`src/rtl/core/linked_list_queue_with_free_list_unit_defines.svh`:
```
// Assertion helpers; each expects clk and rst_n in scope.
`ifndef LINKED_LIST_QUEUE_WITH_FREE_LIST_UNIT_DEFINES_SVH
`define LINKED_LIST_QUEUE_WITH_FREE_LIST_UNIT_DEFINES_SVH

`ifndef SYNTHESIS
`define LLQ_ASSERT_IMPL(name, cond, prop) \
  name: assert property (@(posedge clk) disable iff (!rst_n) (cond) |-> (prop)) \
    else $error("llq assertion failed");
`define LLQ_ASSERT_NEXT(name, cond, prop) \
  name: assert property (@(posedge clk) disable iff (!rst_n) (cond) |=> (prop)) \
    else $error("llq assertion failed");
`else
`define LLQ_ASSERT_IMPL(name, cond, prop)
`define LLQ_ASSERT_NEXT(name, cond, prop)
`endif

`endif

```
`src/rtl/core/llq_pkg.sv`:
```
`timescale 1ns / 1ps
package llq_pkg;

  localparam logic [1:0] OP_PUSH = 2'd0;
  localparam logic [1:0] OP_POP  = 2'd1;
  localparam logic [1:0] OP_PEEK = 2'd2;

  localparam logic [1:0] ST_OK        = 2'd0;
  localparam logic [1:0] ST_OVERFLOW  = 2'd1;
  localparam logic [1:0] ST_UNDERFLOW = 2'd2;

  typedef struct packed {
    logic [1:0]         opcode;
    logic signed [31:0] item_value;
  } in_req_t;

  typedef struct packed {
    logic [1:0]         status;
    logic signed [31:0] front_value;
    logic signed [31:0] rear_value;
    logic [4:0]         occupancy;
    logic               is_empty;
    logic               is_full;
  } out_rsp_t;

  typedef struct packed {
    logic       done;
    logic [1:0] status;
  } llq_evt_t;

endpackage

```
`src/rtl/core/linked_list_queue_with_free_list_unit.sv`:
```
`timescale 1ns / 1ps
// Linked-list FIFO with a free list of slots.
// Input: a request (in_req: opcode, item_value) is taken on a rising edge with
// start high and busy low. Push enqueues, pop dequeues, any other code peeks.
// Output: one response per request, on out_rsp for exactly one cycle while
// out_valid is high. It carries the status, front and rear values (-1 when
// empty), occupancy and the empty and full flags after the request.
// Sequencing: push, peek, and a pop that empties the queue pass from accept
// through the link state; a pop that leaves elements also passes the data
// state. The link state uses the link memory read of the new head pointer
// (or next free slot), then, on pop, the data memory read of the new front
// value. The response appears in the cycle after the last update, the same
// cycle in which the next request may be taken.
// Reset: synchronous, active low. The queue comes up empty with every slot
// free; no memory sweep is needed, slots never used are handed out in order.
// The receiver cannot stall: every response is shown once and must be taken.
module linked_list_queue_with_free_list_unit import llq_pkg::*; #(
  parameter int unsigned QUEUE_DEPTH = 16,
  parameter int unsigned DATA_WIDTH  = 32
) (
  input  logic     clk,
  input  logic     rst_n,
  input  logic     start,
  output logic     busy,
  input  in_req_t  in_req,
  output logic     out_valid,
  output out_rsp_t out_rsp
);

  localparam int unsigned IW = $clog2(QUEUE_DEPTH + 1);
  localparam int unsigned AW = $clog2(QUEUE_DEPTH);
  localparam logic [IW-1:0] FULL_CNT = IW'(QUEUE_DEPTH);

  llq_evt_t              evt;
  logic [DATA_WIDTH-1:0] front_data;
  logic [DATA_WIDTH-1:0] rear_data;
  logic [IW-1:0]         count;
  logic                  data_we;
  logic [AW-1:0]         data_waddr;
  logic [DATA_WIDTH-1:0] data_wdata;
  logic [AW-1:0]         data_raddr;
  logic [DATA_WIDTH-1:0] data_rdata;
  logic                  link_we;
  logic [AW-1:0]         link_waddr;
  logic [IW-1:0]         link_wdata;
  logic [AW-1:0]         link_raddr;
  logic [IW-1:0]         link_rdata;

  logic     out_valid_r;
  out_rsp_t out_rsp_r, out_rsp_nxt;
  logic     empty;

  llq_ctrl #(
    .DEPTH (QUEUE_DEPTH),
    .DW    (DATA_WIDTH),
    .IW    (IW),
    .AW    (AW)
  ) u_ctrl (
    .clk        (clk),
    .rst_n      (rst_n),
    .start      (start),
    .busy       (busy),
    .req        (in_req),
    .evt        (evt),
    .front_data (front_data),
    .rear_data  (rear_data),
    .count      (count),
    .data_we    (data_we),
    .data_waddr (data_waddr),
    .data_wdata (data_wdata),
    .data_raddr (data_raddr),
    .data_rdata (data_rdata),
    .link_we    (link_we),
    .link_waddr (link_waddr),
    .link_wdata (link_wdata),
    .link_raddr (link_raddr),
    .link_rdata (link_rdata)
  );

  llq_store #(
    .DEPTH (QUEUE_DEPTH),
    .DW    (DATA_WIDTH),
    .IW    (IW),
    .AW    (AW)
  ) u_store (
    .clk        (clk),
    .data_we    (data_we),
    .data_waddr (data_waddr),
    .data_wdata (data_wdata),
    .data_raddr (data_raddr),
    .data_rdata (data_rdata),
    .link_we    (link_we),
    .link_waddr (link_waddr),
    .link_wdata (link_wdata),
    .link_raddr (link_raddr),
    .link_rdata (link_rdata)
  );

  assign empty = (count == '0);

  always_comb begin
    out_rsp_nxt.status      = evt.status;
    out_rsp_nxt.front_value = empty ? '1 : 32'(signed'(front_data));
    out_rsp_nxt.rear_value  = empty ? '1 : 32'(signed'(rear_data));
    out_rsp_nxt.occupancy   = 5'(count);
    out_rsp_nxt.is_empty    = empty;
    out_rsp_nxt.is_full     = (count == FULL_CNT);
  end

  always_ff @(posedge clk) begin
    if (!rst_n) begin
      out_valid_r <= 1'b0;
    end else begin
      out_valid_r <= evt.done;
    end
  end

  always_ff @(posedge clk) begin
    if (evt.done) begin
      out_rsp_r <= out_rsp_nxt;
    end
  end

  assign out_valid = out_valid_r;
  assign out_rsp   = out_rsp_r;

endmodule

```
`src/rtl/core/llq_store.sv`:
```
`timescale 1ns / 1ps
module llq_store #(
  parameter int unsigned DEPTH = 16,
  parameter int unsigned DW    = 32,
  parameter int unsigned IW    = 5,
  parameter int unsigned AW    = 4
) (
  input  logic          clk,
  input  logic          data_we,
  input  logic [AW-1:0] data_waddr,
  input  logic [DW-1:0] data_wdata,
  input  logic [AW-1:0] data_raddr,
  output logic [DW-1:0] data_rdata,
  input  logic          link_we,
  input  logic [AW-1:0] link_waddr,
  input  logic [IW-1:0] link_wdata,
  input  logic [AW-1:0] link_raddr,
  output logic [IW-1:0] link_rdata
);

  logic [DW-1:0] data_mem [DEPTH];
  logic [IW-1:0] link_mem [DEPTH];

  always_ff @(posedge clk) begin
    if (data_we) begin
      data_mem[data_waddr] <= data_wdata;
    end
    data_rdata <= data_mem[data_raddr];
  end

  always_ff @(posedge clk) begin
    if (link_we) begin
      link_mem[link_waddr] <= link_wdata;
    end
    link_rdata <= link_mem[link_raddr];
  end

endmodule

```
`src/rtl/core/llq_ctrl.sv`:
```
`timescale 1ns / 1ps
`include "linked_list_queue_with_free_list_unit_defines.svh"
module llq_ctrl import llq_pkg::*; #(
  parameter int unsigned DEPTH = 16,
  parameter int unsigned DW    = 32,
  parameter int unsigned IW    = 5,
  parameter int unsigned AW    = 4
) (
  input  logic          clk,
  input  logic          rst_n,
  input  logic          start,
  output logic          busy,
  input  in_req_t       req,
  output llq_evt_t      evt,
  output logic [DW-1:0] front_data,
  output logic [DW-1:0] rear_data,
  output logic [IW-1:0] count,
  output logic          data_we,
  output logic [AW-1:0] data_waddr,
  output logic [DW-1:0] data_wdata,
  output logic [AW-1:0] data_raddr,
  input  logic [DW-1:0] data_rdata,
  output logic          link_we,
  output logic [AW-1:0] link_waddr,
  output logic [IW-1:0] link_wdata,
  output logic [AW-1:0] link_raddr,
  input  logic [IW-1:0] link_rdata
);

  localparam logic [IW-1:0] NULL_IDX = IW'(DEPTH);

  typedef enum logic [1:0] {S_IDLE, S_LINK, S_DATA} state_t;

  state_t        state_r, state_nxt;
  logic [1:0]    op_r, op_nxt;
  logic [DW-1:0] value_r, value_nxt;
  logic [IW-1:0] head_r, head_nxt;
  logic [IW-1:0] tail_r, tail_nxt;
  logic [IW-1:0] free_r, free_nxt;
  logic [IW-1:0] fresh_r, fresh_nxt;
  logic [IW-1:0] count_r, count_nxt;
  logic [DW-1:0] front_r, front_nxt;
  logic [DW-1:0] rear_r, rear_nxt;

  assign busy       = (state_r != S_IDLE);
  assign front_data = front_nxt;
  assign rear_data  = rear_nxt;
  assign count      = count_nxt;

  always_comb begin
    state_nxt  = state_r;
    op_nxt     = op_r;
    value_nxt  = value_r;
    head_nxt   = head_r;
    tail_nxt   = tail_r;
    free_nxt   = free_r;
    fresh_nxt  = fresh_r;
    count_nxt  = count_r;
    front_nxt  = front_r;
    rear_nxt   = rear_r;
    evt        = '0;
    data_we    = 1'b0;
    data_waddr = free_r[AW-1:0];
    data_wdata = value_r;
    data_raddr = link_rdata[AW-1:0];
    link_we    = 1'b0;
    link_waddr = tail_r[AW-1:0];
    link_wdata = free_r;
    link_raddr = (req.opcode == OP_PUSH) ? free_r[AW-1:0] : head_r[AW-1:0];
    case (state_r)
      S_IDLE: begin
        if (start) begin
          op_nxt    = req.opcode;
          value_nxt = DW'(req.item_value);
          state_nxt = S_LINK;
        end
      end
      S_LINK: begin
        state_nxt  = S_IDLE;
        evt.done   = 1'b1;
        evt.status = ST_OK;
        case (op_r)
          OP_PUSH: begin
            if (count_r == NULL_IDX) begin
              evt.status = ST_OVERFLOW;
            end else begin
              data_we = 1'b1;
              if (count_r != '0) begin
                link_we = 1'b1;
              end else begin
                head_nxt  = free_r;
                front_nxt = value_r;
              end
              tail_nxt = free_r;
              rear_nxt = value_r;
              if (free_r == fresh_r) begin
                free_nxt  = fresh_r + 1'b1;
                fresh_nxt = fresh_r + 1'b1;
              end else begin
                free_nxt = link_rdata;
              end
              count_nxt = count_r + 1'b1;
            end
          end
          OP_POP: begin
            if (count_r == '0) begin
              evt.status = ST_UNDERFLOW;
            end else begin
              link_we    = 1'b1;
              link_waddr = head_r[AW-1:0];
              free_nxt   = head_r;
              count_nxt  = count_r - 1'b1;
              if (head_r == tail_r) begin
                head_nxt = NULL_IDX;
                tail_nxt = NULL_IDX;
              end else begin
                head_nxt  = link_rdata;
                evt.done  = 1'b0;
                state_nxt = S_DATA;
              end
            end
          end
          OP_PEEK: begin
          end
          default: begin
          end
        endcase
      end
      S_DATA: begin
        front_nxt  = data_rdata;
        evt.done   = 1'b1;
        evt.status = ST_OK;
        state_nxt  = S_IDLE;
      end
      default: begin
        state_nxt = S_IDLE;
      end
    endcase
  end

  always_ff @(posedge clk) begin
    if (!rst_n) begin
      state_r <= S_IDLE;
      head_r  <= NULL_IDX;
      tail_r  <= NULL_IDX;
      free_r  <= '0;
      fresh_r <= '0;
      count_r <= '0;
    end else begin
      state_r <= state_nxt;
      head_r  <= head_nxt;
      tail_r  <= tail_nxt;
      free_r  <= free_nxt;
      fresh_r <= fresh_nxt;
      count_r <= count_nxt;
    end
  end

  always_ff @(posedge clk) begin
    op_r    <= op_nxt;
    value_r <= value_nxt;
    front_r <= front_nxt;
    rear_r  <= rear_nxt;
  end

  `LLQ_ASSERT_IMPL(a_empty_head, 1'b1, (count_r == '0) == (head_r == NULL_IDX))
  `LLQ_ASSERT_IMPL(a_free_fresh, 1'b1, (free_r <= fresh_r) || (free_r == NULL_IDX))
  `LLQ_ASSERT_NEXT(a_accept_busy, start && !busy, busy)
  `LLQ_ASSERT_NEXT(a_push_count, (state_r == S_LINK) && (op_r == OP_PUSH) && (count_r != NULL_IDX), count_r == $past(count_r) + 1'b1)
  `LLQ_ASSERT_IMPL(a_done_busy, evt.done, state_r != S_IDLE)

endmodule

```
`config.mk`:
```
export PLATFORM = sky130hd
export DESIGN_NAME = linked_list_queue_with_free_list_unit
export DESIGN_NICKNAME = d
export VERILOG_FILES = /design/src/rtl/core/llq_pkg.sv /design/src/rtl/core/linked_list_queue_with_free_list_unit.sv /design/src/rtl/core/llq_store.sv /design/src/rtl/core/llq_ctrl.sv
export VERILOG_INCLUDE_DIRS = /design/src /design/src/rtl/core
export SDC_FILE = /design/constraint.sdc
export NUM_CORES = 1
export LEC_CHECK = 0
export BUFFER_PORTS_ARGS = -buffer_cell sky130_fd_sc_hd__buf_4
export CAP_MARGIN = 20
export CORE_MARGIN = 1.5
export CORE_UTILIZATION = 40
export DETAILED_ROUTE_END_ITERATION = 10
export PLACE_DENSITY = 0.68
export SYNTH_ARGS = -nofsm -noshare
export SYNTH_HDL_FRONTEND = slang
export SYNTH_SLANG_ARGS = --single-unit
```
`constraint.sdc`:
```
create_clock -name clk -period 8.47 [get_ports clk]
set_input_delay 1.694 -clock clk [delete_from_list [all_inputs] [get_ports clk]]
set_output_delay 1.694 -clock clk [all_outputs]
set_load 0.03 [all_outputs]
```
==> metrics.cfg, run 1 <==
[status]
status = completed

[clock_network]
clk_pin_slew_ps = 70
clock_sinks = 828
cts_tree = yes
numCtsBuffers = 81
cts_resized = 0
clk_latency_ps = 630
post_cts_buffers = 0
cts_hold_repair.buffers = 0
cts_buffer_depth = 3
root_buffer = clkbuf_16
htree_levels = 3

[placement]
dp_worst_setup_slack_ps = 4370
dp_hpwl_um = 37400
port_buffers = 111
routabilityCongestion = 0.794
post_dp_cell_area_mm2 = 0.0338

[power_and_ir_drop]
p_leak_nw = 12.5
power.density_mw_per_mm2 = 247
power_mw = 9.05
irDropWorstVdd_mv = 0.156

[job]
max_cap_viol_count = 0

[cells_and_area]
fin_util_pct = 47.0
final_nets = 1802
antenna_cells = 0
stdcell_area_mm2 = 0.0366
layout-drive-gt1-share_pct = 28.9
syn2layout_area_growth_pct = 15.7
nFillCells = 6427

[worst_hold_path]
hold_class = reg2reg
holdPathStages = 2
hold_path_end = u_ctrl.rear_r[1]
min-delay-start = u_ctrl.rear_r[1]

[setup_path]
slowest_delay_ps = 830
criticalPathCategory = reg2reg
ff2ff_setup_slack_ps = 4730
worstSetupEndpointType = flip-flop
required_ps = 8730
crit_path_top_delay_cell = nor3_2
crit_chain = inv_1 -> ha_1 -> nand2b_1 -> a21o_1 -> nor2_1 -> nand2_1 -> nor3_2 -> buf_4
cp_max_fo = 24
reg2reg_depth = 8
rr_startpoint = u_ctrl.state_r[1]
crit_arrival_ps = 4000
worstReg2RegEnd = u_store.data_mem[5][1]
critPathTopFamily = simple AND/OR/NAND/NOR gates
worstSetupStartpointType = flip-flop
crit_buf_inv = 2

[logic_synthesis]
syn_avg_cell_area_um2 = 19.4
synth_edf_count = 699
synth.ff_latch_count = 828
netlist_instances = 1626
yosysMostFrequentCell = edfxtp_1
synth_top_cell_area_share_pct = 66.4
syn-num-nets = 1669
netlist_area_mm2 = 0.0316
synthTopCellsByCount = edfxtp_1, mux4_2, dfxtp_1, inv_1, clkbuf_1
synth.area.top_cells = edfxtp_1, mux4_2, dfxtp_1
ys_seq_area_share_pct = 74.5
yosysWarnings = 0
synth.distinct_cells = 61
synth_top_area_cell = edfxtp_1
synthArstFlopShare_pct = 0
ys.flop_type = edfxtp_1

[detailed_routing]
viasPerCell = 5.60
dr.pass1.iters = 8
drc = 0
ant_nets = 0
routed_wl_um = 71100
dr_total_vias = 16100
avgRoutedWirePerCell_um = 24.8
first_iter_violations = 1659

[floorplan]
initial_utilization_pct = 40.6
row_count = 102
die-area_mm2 = 0.0808
die_h_um = 284
core-area_mm2 = 0.0778
io_pins = 112
die_w_um = 284

[sta]
finalSetupViolCount = 0
fmax_mhz = 267
slew_headroom_pct = 32.6
finalCritPeriodShare_pct = 44.2
period_minus_slack_ps = 3740
hold_violations = 0
setup_ws_ps = 4730
finalSetupTns_ps = 0
slew_viol_final = 0
max_slew.worst_pin.slew_ps = 1010
finClkSkew_ps = 34.0
rsz0062_at_grt = false

[global_route]
overflow = 0
grt_pass1_wl_um = 106000
grt_pass1_vias = 16600
grt_start_max_net_pins = 93
antenna_found_initial = 0
track_usage_pct = 17.5

-- where the power goes --
group	total (mW)	switching (mW)	leakage [nW]	internal, mW
Combinational	0.682	0.349	3.77	0.333
Clock	3.68	1.54	1.34	2.14
Sequential	4.69	0.118	7.36	4.57
Total	9.05	2.00	12.5	7.05
-- worst max path at each step --
stage,end,startpoint,cells past startpoint,slack [ps]
after floorplan,u_store.data_mem[1][0],u_ctrl.state_r[1],9,3210
after global placement,u_store.link_rdata[1],in_req[33],6,4100
after detailed placement,u_store.link_rdata[1],in_req[33],7,4370
after CTS,u_store.data_mem[5][1],u_ctrl.state_r[1],8,4760
after global routing,u_store.data_mem[5][1],u_ctrl.state_r[1],8,4480
final,u_store.data_mem[5][1],u_ctrl.state_r[1],8,4730
-- tightest hold or removal path, delay by kind of cell (launching register included) --
kind / cells / cell delay [ps]
muxes: 1 / 80
DFF: 1 / 310
buffers and inverters: 1 / 50
-- state kept, by name, summed over array words and instances, names as in the netlist, 32 cells and up --
name and cells:
u_store.link_mem 80, u_ctrl.rear_r 32, u_store.data_rdata 32, out_rsp 73, u_ctrl.front_r 32, u_ctrl.data_wdata 32, u_store.data_mem 512
-- cell type report --
type	instances	area, um^2	area share, %
multi-input combinational	620	7440	20.3
clock buffer	111	2350	6.42
inverter	75	282	0.770
clock inverter	41	412	1.13
timing repair buffer	153	1220	3.34
sequential	828	23600	64.5
tap	1040	1300	3.56
-- routing by layer --
metal	wire [um]	vias up	track usage (%)
met2	33900	653	28.1
met3	5220	125	2.95
li1	-	6847	-
met1	30000	8433	24.2
met4	1940	0	6.20
met5	0	-	0
-- through the flow --
step | hold slack, ps | std cells
5_1_grt | 481 | 2868
3_5_place_dp | 449 | 2714
2_1_floorplan | 429 | 1626
4_1_cts | 465 | 2866
6_report | 461 | 2868
3_3_place_gp | 443 | 2713
-- placed cells by master (no fill, tap or decap), drive strengths merged, types with 42 or more instances in the layout --
master,count
buf,153
mux2i,48
mux4,176
edfxtp,699
inv,80
o31ai,70
a22oi,42
dfxtp,129
nor2,42
clkbuf,111
-- cell families after synthesis --
kind of cell / Yosys count / synth area share (%)
DFF: 828 / 74.5
xor gates and xnor gates: 20 / 0.554
buffers and inverters: 178 / 2.38
and+or+nand+nor: 147 / 2.48
AOI/OAI and AO/OA: 221 / 5.65
adders and majority gates: 6 / 0.237
muxes: 226 / 14.1
Note: power is estimated with default switching activity, not from simulation.
==> run 2: changes to the inputs <==
--- a/config.mk
+++ b/config.mk
@@ -6,12 +6,13 @@
 export SDC_FILE = /design/constraint.sdc
 export NUM_CORES = 1
 export LEC_CHECK = 0
+export ABC_AREA = 1
 export BUFFER_PORTS_ARGS = -buffer_cell sky130_fd_sc_hd__buf_4
 export CAP_MARGIN = 20
 export CORE_MARGIN = 1.5
 export CORE_UTILIZATION = 40
 export DETAILED_ROUTE_END_ITERATION = 10
-export PLACE_DENSITY = 0.68
+export PLACE_DENSITY = 0.7
 export SYNTH_ARGS = -nofsm -noshare
 export SYNTH_HDL_FRONTEND = slang
 export SYNTH_SLANG_ARGS = --single-unit
==> constraint.sdc (replaced) <==
create_clock -name clk -period 3.13 [get_ports clk]
set_input_delay 0.626 -clock clk [delete_from_list [all_inputs] [get_ports clk]]
set_output_delay 0.626 -clock clk [all_outputs]
set_load 0.03 [all_outputs]
==> metrics.cfg, run 2 <==
[detailed_routing]
first_iter_violations = 2283
dr_total_vias = 20500
drc = 0
dr.pass1.iters = 6
routed_wl_um = 78200
viasPerCell = 5.32
ant_nets = 0
avgRoutedWirePerCell_um = 20.3

[sta]
slew_viol_final = 0
finClkSkew_ps = 38.6
period_minus_slack_ps = 2730
finalCritPeriodShare_pct = 87.1
finalSetupViolCount = 0
fmax_mhz = 367
max_slew.worst_pin.slew_ps = 862
hold_slack_ps = 163
finalSetupTns_ps = 0
hold_violations = 0
rsz0062_at_grt = false
slew_headroom_pct = 42.5

[clock_network]
root_buffer = clkbuf_16
htree_levels = 3
cts_tree = yes
clk_latency_ps = 640
cts_buffer_depth = 3
clock_sinks = 828
cts_resized = 0
cts_hold_repair.buffers = 0
clk_pin_slew_ps = 60
post_cts_buffers = 0
numCtsBuffers = 82

[logic_synthesis]
syn_avg_cell_area_um2 = 12.3
yosysMostFrequentCell = edfxtp_1
yosysWarnings = 0
ys.flop_type = edfxtp_1
synthTopCellsByCount = edfxtp_1, nand2_1, nor2_1, o21ai_0, inv_1
synth_top_area_cell = edfxtp_1
ys_seq_area_share_pct = 73.3
synth_edf_count = 699
synth.ff_latch_count = 828
netlist_area_mm2 = 0.0321
synth_top_cell_area_share_pct = 65.3
netlist_instances = 2603
synth.area.top_cells = edfxtp_1, dfxtp_1, o21ai_0
syn-num-nets = 2646
synthArstFlopShare_pct = 0
synth.distinct_cells = 36

[cells_and_area]
final_nets = 2770
syn2layout_area_growth_pct = 16.2
layout-drive-gt1-share_pct = 14.2
largest_register_ffs = 512
fin_util_pct = 47.1
stdcell_area_mm2 = 0.0374
nFillCells = 6869
regMostFlops = u_store.data_mem
final_common_cell = edfxtp_1
mostFrequentLayoutCells = edfxtp_1, nand2_1, nor2_1

[floorplan]
die_w_um = 286
die_h_um = 286
initial_utilization_pct = 40.6
io_pins = 112
core-area_mm2 = 0.0793
row_count = 103
die-area_mm2 = 0.0821

[placement]
port_buffers = 111
routabilityCongestion = 0.890
post_dp_cell_area_mm2 = 0.0346
dp_hpwl_um = 46600

[power_and_ir_drop]
power_mw = 26.5
irDropWorstVdd_mv = 0.377
p_leak_nw = 13.3
power.density_mw_per_mm2 = 710

[worst_hold_path]
hold_class = in2reg

[global_route]
grt_pass1_vias = 19400
grt_start_max_net_pins = 130
grt_pass1_wl_um = 117000
track_usage_pct = 18.8
overflow = 0
antenna_found_initial = 4

[job]
max_cap_viol_count = 0

[setup_path]
crit_arrival_ps = 3020
reg2reg_depth = 11
worstReg2RegEnd = u_store.link_mem[14][1]
criticalPathCategory = reg2reg
ff2ff_setup_slack_ps = 400
crit_end = u_store.link_mem[14][1]
cp_max_fo = 9
worstSetupStartpointType = flip-flop
rr_startpoint = u_ctrl.count_r[0]
required_ps = 3420
worstSetupEndpointType = flip-flop
startpoint = u_ctrl.count_r[0]

[status]
status = completed

[run 2: changes by cell type in the layout (fill, tap and decap cells not counted), sizes merged, moves of 107 or more]
cell    change
nand2     +324
o221ai    +107
o21ai     +285
nor2      +289
nand3     +130
inv       +113
mux4      -176
[run 2: layout make-up]
cell class	instances	area [um^2]	share of cell area (%)
timing repair buffer	196	1680	4.51
sequential	828	23600	63.1
antenna	1	2.50	0.00670
clock buffer	103	2190	5.87
clock inverter	49	541	1.45
inverter	187	708	1.90
tap	1050	1310	3.52
multi-input combinational	1432	7340	19.6
[run 2: logic make-up after synthesis]
family          synth area share (%)
buf+inv                         4.27
compound gates                  10.8
xor+xnor                       0.218
flops                           73.3
fa+ha+maj                      0.234
simple gates                    11.2
[run 2: critical path, cell delays in order, from the launching register on]
cell     delay (ps)
dfxtp_1         440
inv_1           130
ha_1            300
nand3_4         150
nand2_4          80
inv_2            70
nand2_1         170
nand2_1         160
inv_1            70
nor2_1          150
nand3_1         250
nor2_1          410
[run 2: metrics by stage]
step / cells / worst slack, ps
floorplan: 2603 / -224
CTS: 3845 / 433
global placement: 3693 / 531
global route: 3845 / 162
finish: 3846 / 404
detailed placement: 3693 / 468
[run 2: metal layers]
metal	vias up	global-route usage [%]	part of all wire (%)	routed length [um]
met5	-	0	0	0
met4	0	6.16	2.3	1780
met3	115	4.51	9.4	7320
met2	863	28.9	45	35200
met1	9902	26.3	43	33900
li1	9572	-	-	-
[run 2: worst min-delay path by stage]
stage	start	to	slack [ps]	cells after the start
after floorplan	u_store.link_rdata[4]	u_ctrl.head_r[4]	450	2
after global placement	u_ctrl.tail_r[4]	u_ctrl.tail_r[4]	480	2
after detailed placement	u_ctrl.tail_r[4]	u_ctrl.tail_r[4]	480	2
after CTS	in_req[13]	u_ctrl.data_wdata[13]	130	1
after global routing	in_req[21]	u_ctrl.data_wdata[21]	150	1
final	in_req[18]	u_ctrl.data_wdata[18]	160	1
[run 2: report_power, final]
part | switching (mW) | leakage [nW] | internal [mW] | total (mW)
clock network | 4.27 | 1.32 | 5.64 | 9.91
logic | 2.54 | 4.57 | 1.14 | 3.67
registers | 0.326 | 7.39 | 12.6 | 12.9
total | 7.14 | 13.3 | 19.4 | 26.5
==> run 3: changes to the inputs <==
--- a/config.mk
+++ b/config.mk
@@ -7,7 +7,7 @@
 export NUM_CORES = 1
 export LEC_CHECK = 0
 export ABC_AREA = 1
-export BUFFER_PORTS_ARGS = -buffer_cell sky130_fd_sc_hd__buf_4
+export BUFFER_PORTS_ARGS = -buffer_cell sky130_fd_sc_hd__clkbuf_2
 export CAP_MARGIN = 20
 export CORE_MARGIN = 1.5
 export CORE_UTILIZATION = 40
==> metrics.cfg, run 3 (synthesis results as in run 2) <==
[placement]
dp_hpwl_um = 48800
dp_worst_setup_slack_ps = 279
port_buffers = 111
dp.cells = 3700
routabilityCongestion = 0.867

[sta]
period_minus_slack_ps = 2790
finalSetupViolCount = 0
setup_ws_ps = 341
finClkSkew_ps = 42.1
finalCritPeriodShare_pct = 89.1
slew_headroom_pct = 27.9
fmax_mhz = 359
hold_violations = 0
finalSetupTns_ps = 0
rsz0062_at_grt = false
slew_viol_final = 0
max_slew.worst_pin.slew_ps = 1080

[setup_path]
worstSetupEndpointType = flip-flop
slowest_delay_ps = 440
crit_chain = inv_1 -> ha_1 -> nand3_4 -> nand2_4 -> inv_2 -> nand2_1 -> o21ai_1 -> nand3_1 -> nor2_1
cp_max_fo = 9
critPathTopFamily = simple AND/OR/NAND/NOR gates
worstSetupStartpointType = flip-flop
criticalPathCategory = reg2reg
crit_path_top_delay_cell = dfxtp_1
required_ps = 3420
crit_buf_inv = 2
crit_arrival_ps = 3080

[cells_and_area]
mostFrequentLayoutCells = edfxtp_1, nand2_1, nor2_1
final_common_cell = edfxtp_1
syn2layout_area_growth_pct = 16.3
layout-drive-gt1-share_pct = 15.0
finalNonFillerCells = 3860
regMostFlops = u_store.data_mem
largest_register_ffs = 512
final_nets = 2782

[floorplan]
die-area_mm2 = 0.0821
die_w_um = 286
die_h_um = 286
row_count = 103
io_pins = 112
core-area_mm2 = 0.0793
initial_utilization_pct = 40.6

[global_route]
track_usage_pct = 19.3
grt_pass1_wl_um = 121000
grt_start_max_net_pins = 86
antenna_found_initial = 3
grt_pass1_vias = 19700
overflow = 0

[clock_network]
htree_levels = 3
cts_resized = 0
numCtsBuffers = 84
clock_sinks = 828
cts_hold_repair.buffers = 0
post_cts_buffers = 0
clk_pin_slew_ps = 60
cts_buffer_depth = 3
root_buffer = clkbuf_16
cts_tree = yes
clk_latency_ps = 650

[detailed_routing]
routed_wl_um = 80000
ant_nets = 0
drc = 0
dr_total_vias = 20900
dr.pass1.iters = 6
avgRoutedWirePerCell_um = 20.7
first_iter_violations = 2530
viasPerCell = 5.42

[power_and_ir_drop]
power.density_mw_per_mm2 = 726
power_mw = 27.2
p_leak_nw = 13.4
irDropWorstVdd_mv = 0.401

[status]
status = completed

[worst_hold_path]
hold_class = in2reg

[job]
max_cap_viol_count = 0

-- run 3: metal layers --
metal | wire (um) | vias up | global-route usage (%)
met5 | 13 | - | 0
met4 | 1460 | 2 | 5.50
met3 | 7710 | 89 | 3.55
met2 | 36200 | 964 | 29.3
met1 | 34600 | 10300 | 28.2
li1 | - | 9590 | -
-- run 3: final cells by class --
type | instances | area (um^2)
Timing Repair Buffer | 206 | 1460
Multi-Input combinational cell | 1432 | 7340
Fill cell | 6813 | 41900
Clock buffer | 111 | 2400
Tap cell | 1050 | 1310
Clock inverter | 45 | 587
Antenna cell | 1 | 2.50
Inverter | 187 | 708
Sequential cell | 828 | 23600
-- run 3: path summary, 6_finish.rpt --
check        cells past startpoint  slack, ps                      to              start
max                              9        340  u_store.link_mem[3][2]  u_ctrl.count_r[0]
min                              1        140   u_ctrl.data_wdata[18]         in_req[18]
max reg2reg                      9        340  u_store.link_mem[3][2]  u_ctrl.count_r[0]
min reg2reg                      2        500        u_ctrl.tail_r[3]   u_ctrl.tail_r[3]
-- run 3: through the flow --
stage               utilization [%]  area [um^2]  hold slack [ps]
floorplan                         -        32100              448
CTS                            47.1        37300              120
detailed placement             43.3        34300              481
global route                   47.2        37400              133
global placement               43.3        34300              475
finish                         47.2        37400              144
-- run 3: power breakdown --
part | switching, mW | total, mW | internal (mW)
sequential | 0.339 | 13.0 | 12.6
combinational | 2.56 | 3.67 | 1.11
clock | 4.31 | 10.5 | 6.22
total | 7.20 | 27.2 | 20.0
-- run 3: worst register-to-register path, stage by stage (launching register included) --
cell	delay, ps
dfxtp_1	440
inv_1	130
ha_1	300
nand3_4	160
nand2_4	80
inv_2	80
nand2_1	190
o21ai_1	310
nand3_1	330
nor2_1	440
